<file path="config.mk">
export PLATFORM = sky130hd
export DESIGN_NAME = stuffed_info_frame_builder
export DESIGN_NICKNAME = d
export VERILOG_FILES = /design/src/rtl/sifb_pkg.sv /design/src/rtl/sifb_queue.sv /design/src/rtl/sifb_front.sv /design/src/rtl/sifb_back.sv /design/src/rtl/stuffed_info_frame_builder.sv
export SDC_FILE = /design/constraint.sdc
export NUM_CORES = 1
export LEC_CHECK = 0
export ABC_AREA = 1
export BUFFER_PORTS_ARGS = -buffer_cell sky130_fd_sc_hd__buf_2
export CAP_MARGIN = 20
export CORE_MARGIN = 2
export CORE_UTILIZATION = 28
export DETAILED_ROUTE_END_ITERATION = 7
export SLEW_MARGIN = 30
export SYNTH_ARGS = -nofsm -noshare
export SYNTH_HDL_FRONTEND = slang
export SYNTH_SLANG_ARGS = --single-unit
</file>
<file path="constraint.sdc">
create_clock -name i_clk -period 5.4 [get_ports i_clk]
set_input_delay 1.08 -clock i_clk [delete_from_list [all_inputs] [get_ports i_clk]]
set_output_delay 1.08 -clock i_clk [all_outputs]
set_load 0.01 [all_outputs]
</file>
<file path="src/rtl/sifb_pkg.sv">
// Shared types and constants for the stuffed information frame builder.
`default_nettype none
package sifb_pkg;

    localparam int QUEUE_DEPTH_DEF = 4;
    localparam logic [7:0] STUFF_MASK = 8'h20;

    localparam int CFG_IDX_W = 3;
    localparam logic [CFG_IDX_W-1:0] REG_FLAG = 3'd0;
    localparam logic [CFG_IDX_W-1:0] REG_ESCAPE = 3'd1;
    localparam logic [CFG_IDX_W-1:0] REG_ADDRESS = 3'd2;
    localparam logic [CFG_IDX_W-1:0] REG_CTL_SEQ0 = 3'd3;
    localparam logic [CFG_IDX_W-1:0] REG_CTL_SEQ1 = 3'd4;

    // Output sequencer steps, in emission order.
    localparam int NUM_STEPS = 9;
    localparam int STEP_W = 4;
    localparam logic [STEP_W-1:0] ST_OPEN_FLAG = 4'd0;
    localparam logic [STEP_W-1:0] ST_ADDRESS = 4'd1;
    localparam logic [STEP_W-1:0] ST_CONTROL = 4'd2;
    localparam logic [STEP_W-1:0] ST_HDR_CHECK = 4'd3;
    localparam logic [STEP_W-1:0] ST_DATA_ESC = 4'd4;
    localparam logic [STEP_W-1:0] ST_DATA = 4'd5;
    localparam logic [STEP_W-1:0] ST_CHK_ESC = 4'd6;
    localparam logic [STEP_W-1:0] ST_CHK = 4'd7;
    localparam logic [STEP_W-1:0] ST_CLOSE_FLAG = 4'd8;

    typedef struct packed {
        logic [7:0] flag;
        logic [7:0] escape;
        logic [7:0] address;
        logic [7:0] ctl_seq0;
        logic [7:0] ctl_seq1;
    } t_cfg;

    typedef struct packed {
        logic [7:0] data;
        logic [7:0] ctl;
        logic [7:0] chk;
        logic       first;
        logic       last;
        logic       data_esc;
        logic       chk_esc;
    } t_entry;

    typedef struct packed {
        logic [7:0] out_byte;
        logic       run_last;
        logic       frame_end;
    } t_result;

endpackage
`default_nettype wire

</file>
<file path="src/rtl/sifb_queue.sv">
// Short request queue between the classifier and the output sequencer.
`default_nettype none
module sifb_queue
    import sifb_pkg::*;
#(
    parameter int QueueDepth = QUEUE_DEPTH_DEF
) (
    input  wire logic   i_clk,
    input  wire logic   i_rst_n,
    input  wire logic   i_wr,
    input  wire t_entry i_wr_entry,
    input  wire logic   i_rd,
    output t_entry      o_head,
    output logic        o_valid,
    output logic        o_full
);

    localparam int PtrW = (QueueDepth > 1) ? $clog2(QueueDepth) : 1;
    localparam int CntW = $clog2(QueueDepth + 1);
    localparam logic [PtrW-1:0] LastPtr = PtrW'(QueueDepth - 1);
    localparam logic [CntW-1:0] FullCnt = CntW'(QueueDepth);

    t_entry r_mem [QueueDepth];
    logic [PtrW-1:0] r_wr_ptr, n_wr_ptr;
    logic [PtrW-1:0] r_rd_ptr, n_rd_ptr;
    logic [CntW-1:0] r_count, n_count;

    always_comb begin
        n_wr_ptr = r_wr_ptr;
        n_rd_ptr = r_rd_ptr;
        n_count = r_count;
        if (i_wr) begin
            n_wr_ptr = (r_wr_ptr == LastPtr) ? '0 : r_wr_ptr + 1'b1;
        end
        if (i_rd) begin
            n_rd_ptr = (r_rd_ptr == LastPtr) ? '0 : r_rd_ptr + 1'b1;
        end
        if (i_wr && !i_rd) begin
            n_count = r_count + 1'b1;
        end else if (!i_wr && i_rd) begin
            n_count = r_count - 1'b1;
        end
    end

    always_ff @(posedge i_clk) begin
        if (!i_rst_n) begin
            r_wr_ptr <= '0;
            r_rd_ptr <= '0;
            r_count <= '0;
        end else begin
            r_wr_ptr <= n_wr_ptr;
            r_rd_ptr <= n_rd_ptr;
            r_count <= n_count;
        end
    end

    always_ff @(posedge i_clk) begin
        if (i_wr) begin
            r_mem[r_wr_ptr] <= i_wr_entry;
        end
    end

    assign o_head = r_mem[r_rd_ptr];
    assign o_valid = (r_count != '0);
    assign o_full = (r_count == FullCnt);

endmodule
`default_nettype wire

</file>
<file path="src/rtl/sifb_front.sv">
// Input side: takes payload bytes, keeps the running check and classifies stuffing.
`default_nettype none
module sifb_front
    import sifb_pkg::*;
(
    input  wire logic       i_clk,
    input  wire logic       i_rst_n,
    input  wire t_cfg       i_cfg,
    input  wire logic       i_accept,
    input  wire logic [7:0] i_data_byte,
    input  wire logic       i_first_byte,
    input  wire logic       i_last_byte,
    input  wire logic       i_seq_bit,
    output t_entry          o_entry
);

    logic [7:0] r_chk, n_chk;

    always_comb begin
        n_chk = (i_first_byte ? 8'h00 : r_chk) ^ i_data_byte;
        o_entry.data = i_data_byte;
        o_entry.ctl = i_seq_bit ? i_cfg.ctl_seq1 : i_cfg.ctl_seq0;
        o_entry.chk = n_chk;
        o_entry.first = i_first_byte;
        o_entry.last = i_last_byte;
        o_entry.data_esc = (i_data_byte == i_cfg.flag) || (i_data_byte == i_cfg.escape);
        o_entry.chk_esc = (n_chk == i_cfg.flag) || (n_chk == i_cfg.escape);
    end

    always_ff @(posedge i_clk) begin
        if (!i_rst_n) begin
            r_chk <= '0;
        end else if (i_accept) begin
            r_chk <= n_chk;
        end
    end

endmodule
`default_nettype wire

</file>
<file path="src/rtl/sifb_back.sv">
// Output side: steps through the bytes of each request into the output register.
`default_nettype none
module sifb_back
    import sifb_pkg::*;
(
    input  wire logic   i_clk,
    input  wire logic   i_rst_n,
    input  wire t_cfg   i_cfg,
    input  wire t_entry i_head,
    input  wire logic   i_head_valid,
    output logic        o_head_rd,
    input  wire logic   i_pop,
    output t_result     o_result,
    output logic        o_valid
);

    logic [STEP_W-1:0] r_step, n_step;
    logic [STEP_W-1:0] cur;
    logic [NUM_STEPS-1:0] step_en;
    logic more;
    logic emit;
    logic r_out_valid;
    t_result r_out, n_out;

    always_comb begin
        step_en = '0;
        step_en[ST_OPEN_FLAG] = i_head.first;
        step_en[ST_ADDRESS] = i_head.first;
        step_en[ST_CONTROL] = i_head.first;
        step_en[ST_HDR_CHECK] = i_head.first;
        step_en[ST_DATA_ESC] = i_head.data_esc;
        step_en[ST_DATA] = 1'b1;
        step_en[ST_CHK_ESC] = i_head.last && i_head.chk_esc;
        step_en[ST_CHK] = i_head.last;
        step_en[ST_CLOSE_FLAG] = i_head.last;

        cur = ST_DATA;
        for (int i = NUM_STEPS - 1; i >= 0; i--) begin
            if (step_en[i] && (STEP_W'(i) >= r_step)) begin
                cur = STEP_W'(i);
            end
        end
        more = 1'b0;
        for (int i = 0; i < NUM_STEPS; i++) begin
            if (step_en[i] && (STEP_W'(i) > cur)) begin
                more = 1'b1;
            end
        end
    end

    always_comb begin
        n_out.run_last = !more;
        n_out.frame_end = 1'b0;
        unique case (cur)
            ST_OPEN_FLAG: n_out.out_byte = i_cfg.flag;
            ST_ADDRESS: n_out.out_byte = i_cfg.address;
            ST_CONTROL: n_out.out_byte = i_head.ctl;
            ST_HDR_CHECK: n_out.out_byte = i_cfg.address ^ i_head.ctl;
            ST_DATA_ESC: n_out.out_byte = i_cfg.escape;
            ST_DATA: n_out.out_byte = i_head.data_esc ? (i_head.data ^ STUFF_MASK) : i_head.data;
            ST_CHK_ESC: n_out.out_byte = i_cfg.escape;
            ST_CHK: n_out.out_byte = i_head.chk_esc ? (i_head.chk ^ STUFF_MASK) : i_head.chk;
            ST_CLOSE_FLAG: begin
                n_out.out_byte = i_cfg.flag;
                n_out.frame_end = 1'b1;
            end
            default: n_out.out_byte = i_cfg.flag;
        endcase
    end

    assign emit = i_head_valid && (!r_out_valid || i_pop);
    assign o_head_rd = emit && !more;

    always_comb begin
        n_step = r_step;
        if (emit) begin
            n_step = more ? cur + 1'b1 : ST_OPEN_FLAG;
        end
    end

    always_ff @(posedge i_clk) begin
        if (!i_rst_n) begin
            r_step <= ST_OPEN_FLAG;
            r_out_valid <= 1'b0;
        end else begin
            r_step <= n_step;
            if (emit) begin
                r_out_valid <= 1'b1;
            end else if (i_pop) begin
                r_out_valid <= 1'b0;
            end
        end
    end

    always_ff @(posedge i_clk) begin
        if (emit) begin
            r_out <= n_out;
        end
    end

    assign o_result = r_out;
    assign o_valid = r_out_valid;

    a_end_is_last: assert property (@(posedge i_clk) disable iff (!i_rst_n)
        r_out_valid && r_out.frame_end |-> r_out.run_last)
        else $error("closing flag not marked as last byte of request");

    a_retire_marks_last: assert property (@(posedge i_clk) disable iff (!i_rst_n)
        o_head_rd |=> r_out_valid && r_out.run_last)
        else $error("request retired without a last byte");

    a_step_range: assert property (@(posedge i_clk) disable iff (!i_rst_n)
        r_step <= ST_CLOSE_FLAG)
        else $error("sequencer step out of range");

    a_step_holds: assert property (@(posedge i_clk) disable iff (!i_rst_n)
        !emit |=> $stable(r_step))
        else $error("sequencer moved without emitting");

endmodule
`default_nettype wire

</file>
<file path="src/rtl/stuffed_info_frame_builder.sv">
// Top level of the byte-stuffing information frame builder with XOR check byte.
// Each accepted payload byte becomes 1 to 9 line bytes (header on a first byte,
// escape prefix on stuffed bytes, check byte and closing flag on a last byte).
// The output sequencer emits one line byte per clock while its output register is
// free or being popped, and retires a request with its last line byte. Input is
// taken every cycle while the request queue between classifier and sequencer has
// room (QueueDepth entries), and the output register lets a new byte be loaded in
// the cycle it is popped.
// Configuration must be written only while the block is idle.
`default_nettype none
module stuffed_info_frame_builder
    import sifb_pkg::*;
#(
    parameter int QueueDepth = QUEUE_DEPTH_DEF
) (
    input  wire logic                 i_clk,
    input  wire logic                 i_rst_n,
    input  wire logic                 i_cfg_we,
    input  wire logic [CFG_IDX_W-1:0] i_cfg_idx,
    input  wire logic [7:0]           i_cfg_wdata,
    input  wire logic                 push,
    output logic                      full,
    input  wire logic [7:0]           i_data_byte,
    input  wire logic                 i_first_byte,
    input  wire logic                 i_last_byte,
    input  wire logic                 i_seq_bit,
    output logic                      empty,
    input  wire logic                 pop,
    output logic [7:0]                o_out_byte,
    output logic                      o_run_last,
    output logic                      o_frame_end
);

    t_cfg r_cfg;
    t_entry wr_entry, head;
    t_result result;
    logic accept, head_valid, head_rd, q_full, out_valid;

    always_ff @(posedge i_clk) begin
        if (!i_rst_n) begin
            r_cfg.flag <= 8'h7E;
            r_cfg.escape <= 8'h7D;
            r_cfg.address <= 8'h03;
            r_cfg.ctl_seq0 <= 8'h00;
            r_cfg.ctl_seq1 <= 8'h40;
        end else if (i_cfg_we) begin
            case (i_cfg_idx)
                REG_FLAG: r_cfg.flag <= i_cfg_wdata;
                REG_ESCAPE: r_cfg.escape <= i_cfg_wdata;
                REG_ADDRESS: r_cfg.address <= i_cfg_wdata;
                REG_CTL_SEQ0: r_cfg.ctl_seq0 <= i_cfg_wdata;
                REG_CTL_SEQ1: r_cfg.ctl_seq1 <= i_cfg_wdata;
                default: ;
            endcase
        end
    end

    assign accept = push && !q_full;

    sifb_front u_front (
        .i_clk        (i_clk),
        .i_rst_n      (i_rst_n),
        .i_cfg        (r_cfg),
        .i_accept     (accept),
        .i_data_byte  (i_data_byte),
        .i_first_byte (i_first_byte),
        .i_last_byte  (i_last_byte),
        .i_seq_bit    (i_seq_bit),
        .o_entry      (wr_entry)
    );

    sifb_queue #(
        .QueueDepth (QueueDepth)
    ) u_queue (
        .i_clk      (i_clk),
        .i_rst_n    (i_rst_n),
        .i_wr       (accept),
        .i_wr_entry (wr_entry),
        .i_rd       (head_rd),
        .o_head     (head),
        .o_valid    (head_valid),
        .o_full     (q_full)
    );

    sifb_back u_back (
        .i_clk        (i_clk),
        .i_rst_n      (i_rst_n),
        .i_cfg        (r_cfg),
        .i_head       (head),
        .i_head_valid (head_valid),
        .o_head_rd    (head_rd),
        .i_pop        (pop),
        .o_result     (result),
        .o_valid      (out_valid)
    );

    assign full = q_full;
    assign empty = !out_valid;
    assign o_out_byte = result.out_byte;
    assign o_run_last = result.run_last;
    assign o_frame_end = result.frame_end;

endmodule
`default_nettype wire

</file>
==> impl_metrics.json <==
{
  "status": "complete, no violations",
  "place.detailed.hpwl_microns": 14800,
  "p_per_area_nw_per_um2": 569,
  "cts.reportedPaths.clkPinSlew_ns": 0.07,
  "finalPower_mw": 5.44,
  "clock-skew-final_ns": 0.00996,
  "timing.hold.ws_ns": 0.451,
  "diodes": 0,
  "grt_util_all_layers_pct": 14.1,
  "synth_largest_area_cell": "edfxtp_1",
  "holdPathStages": 2,
  "ys_seq_area_share_pct": 58.7,
  "grt_overflow": 0,
  "wl_microns": 21300,
  "yosysWarnings": 0,
  "hp-class": "flip-flop to flip-flop",
  "drt_iter0_markers": 551,
  "ir_worst_vdd_v": 0.000268,
  "die_y_microns": 177,
  "post_cts_buffers": 0,
  "r2r_end": "u_back.o_result[7]",
  "vias_per_cell": 4.66,
  "fin_nets": 955,
  "hold_start": "r_cfg[11]",
  "yosys.area_share.xor_xnor_pct": 4.62,
  "cts_hold_buf": 0,
  "cp.arrival_ns": 3.56,
  "power_leakage_nw": 3.77,
  "synth_area_sq_um": 8350,
  "grt_max_degree": 57,
  "ys_ff_latch": 184,
  "maxSlewViolCount": 0,
  "antenna_found_initial": 0,
  "crit_type": "flip-flop to flip-flop",
  "num_vias": 6159,
  "area_growth_pct": 14.6,
  "endpoint_kind": "flip-flop",
  "layout_min_cycle_time_ns": 3.37,
  "gp_congestion": 0.837,
  "synth_top_family_by_area": "simple AND/OR/NAND/NOR gates",
  "drcViolationCount": 0,
  "die_area_sq_um": 31200,
  "tightest_slew_ns": 0.927,
  "synth_simple_gate_area_share_pct": 21.0,
  "hold_end": "r_cfg[11]",
  "coreArea_sq_um": 29500,
  "cts_buffers": 17,
  "synth_mux_area_share_pct": 0,
  "synth.distinct_cells": 35,
  "maxCapViolations": 0,
  "cts_tree": "done",
  "cts.repair.resized": 0,
  "grt_pass1_vias": 5936,
  "drtPass1Iterations": 5,
  "antenna_left": 0,
  "cp_max_fo": 56,
  "critPathLaunchType": "flip-flop",
  "syn_inst": 884,
  "layout_common_cells": "nand2_1, edfxtp_1, nor2_1",
  "insertion_delay_ns": 0.44,
  "die_width_microns": 177,
  "synth-compound-area-share_pct": 8.68,
  "ctsLongestPathBuffers": 2,
  "io_pins": 39,
  "rsz0062_at_grt": "no",
  "port_buffers": 38,
  "finalSetupTns_ns": 0,
  "ctsRootBufferMaster": "clkbuf_16",
  "synthAdderAreaFrac_pct": 1.59,
  "reg2reg_slack_ns": 2.03,
  "final_common_cell": "nand2_1",
  "slew_headroom_pct": 37.7,
  "cp.required_ns": 5.59,
  "synth_nets": 921,
  "grt_first_pass_wirelength_microns": 33000,
  "num_rows": 63,
  "setup_violations": 0,
  "final-hold-violation-count": 0,
  "htreeDepth": 4,
  "fmax_ghz": 0.296,
  "final_layout_size_suffix_gt1_share_pct": 12.1,
  "post_drt_wl_per_cell_microns": 16.1,
  "cts_sinks": 184,
  "ff2ff_path_depth": 19,
  "period_share_pct": 62.5,
  "synth_top_area_share_pct": 43.9,
  "syn_avg_cell_area_sq_um": 9.44,
  "start_util_pct": 28.3,
  "synth_top_cells_by_area": "edfxtp_1, dfxtp_1, nand2_1"
}
[through the flow]
step	cells	utilization [%]	area (sq um)	worst slack, ns
after floorplan	884	-	8350	1.98
after global placement	1289	30.4	8950	2.01
final	1321	32.5	9570	2.03
after CTS	1321	32.5	9570	2.03
after detailed placement	1289	30.4	8950	1.95
after global routing	1321	32.5	9570	1.61
[power by group]
group | leakage (nW) | total (mW) | internal [mW] | switching [mW]
clock | 0.308 | 1.29 | 0.730 | 0.558
combinational | 1.82 | 2.29 | 0.685 | 1.61
sequential | 1.64 | 1.86 | 1.78 | 0.0825
total | 3.77 | 5.44 | 3.20 | 2.25
[registers in the layout (all words and copies together) (netlist names), named ones only]
signal,flops
u_back.o_valid,1
u_queue.r_count,3
u_queue.r_mem,112
r_cfg,40
u_back.r_step,4
u_front.r_chk,8
u_queue.r_rd_ptr,2
u_back.o_result,10
u_queue.r_wr_ptr,2
[cell usage after synthesis, drive strengths merged]
library cell / n
fa: 1
clkbuf: 15
buf: 16
edfxtp: 122
or2: 1
nor3: 8
nand3: 63
o21ai: 68
a21oi: 34
inv: 77
a32o: 6
o211ai: 8
a31oi: 2
nand2: 204
xor2: 9
o211a: 1
nor2: 120
xnor2: 35
dfxtp: 62
a211oi: 1
nand4: 13
o22ai: 9
ha: 9
[per-layer routing]
| metal | routed length, microns | global-route usage, % | up-vias |
|---|---|---|---|
| li1 | - | - | 3031 |
| met1 | 10400 | 19.4 | 2957 |
| met2 | 9590 | 21.8 | 145 |
| met3 | 874 | 2.84 | 26 |
| met4 | 404 | 5.13 | 0 |
| met5 | 0 | 0 | - |
[layout make-up]
class	instances	area [sq um]
Clock buffer	20	500
Clock inverter	12	120
Fill cell	3057	19900
Inverter	77	292
Multi-Input combinational cell	592	3010
Sequential cell	184	4910
Tap cell	390	488
Timing Repair Buffer	46	250
[cell families (layout without fill, tap and decap cells)]
logic type                 after synthesis  in the layout
xor gates and xnor gates                44             44
and+or+nand+nor                        409            409
AOI/OAI and AO/OA                      129            129
buffers and inverters                  108            155
DFF                                    184            184
adders and majority gates               10             10
[worst max-delay path: stages, from the launching register on]
cell	delay, ns
dfxtp_2	0.34
buf_4	0.50
nand2_1	0.14
nand2_1	0.12
nand2_2	0.06
nand2_4	0.12
nand3_1	0.07
nand2_1	0.29
o21ai_0	0.22
inv_1	0.12
ha_1	0.16
nand3_1	0.27
inv_2	0.15
nor2_1	0.05
nand2_1	0.07
inv_1	0.04
nand3_1	0.09
inv_2	0.10
nand3_1	0.10
nand2_1	0.07
[worst max path at each step]
| stage | startpoint | end | slack [ns] | cells past startpoint |
|---|---|---|---|---|
| after CTS | flip-flop | u_back.o_result[7] | 2.03 | 19 |
| after floorplan | push | u_queue.r_mem[0][0] | 1.98 | 5 |
| after global placement | push | u_queue.r_mem[0][17] | 2.01 | 6 |
| after detailed placement | push | u_queue.r_mem[0][3] | 1.95 | 6 |
| after global routing | flip-flop | u_back.o_result[7] | 1.61 | 19 |
| final | flip-flop | u_back.o_result[7] | 2.03 | 19 |
Power figures use the tool's default switching activity.
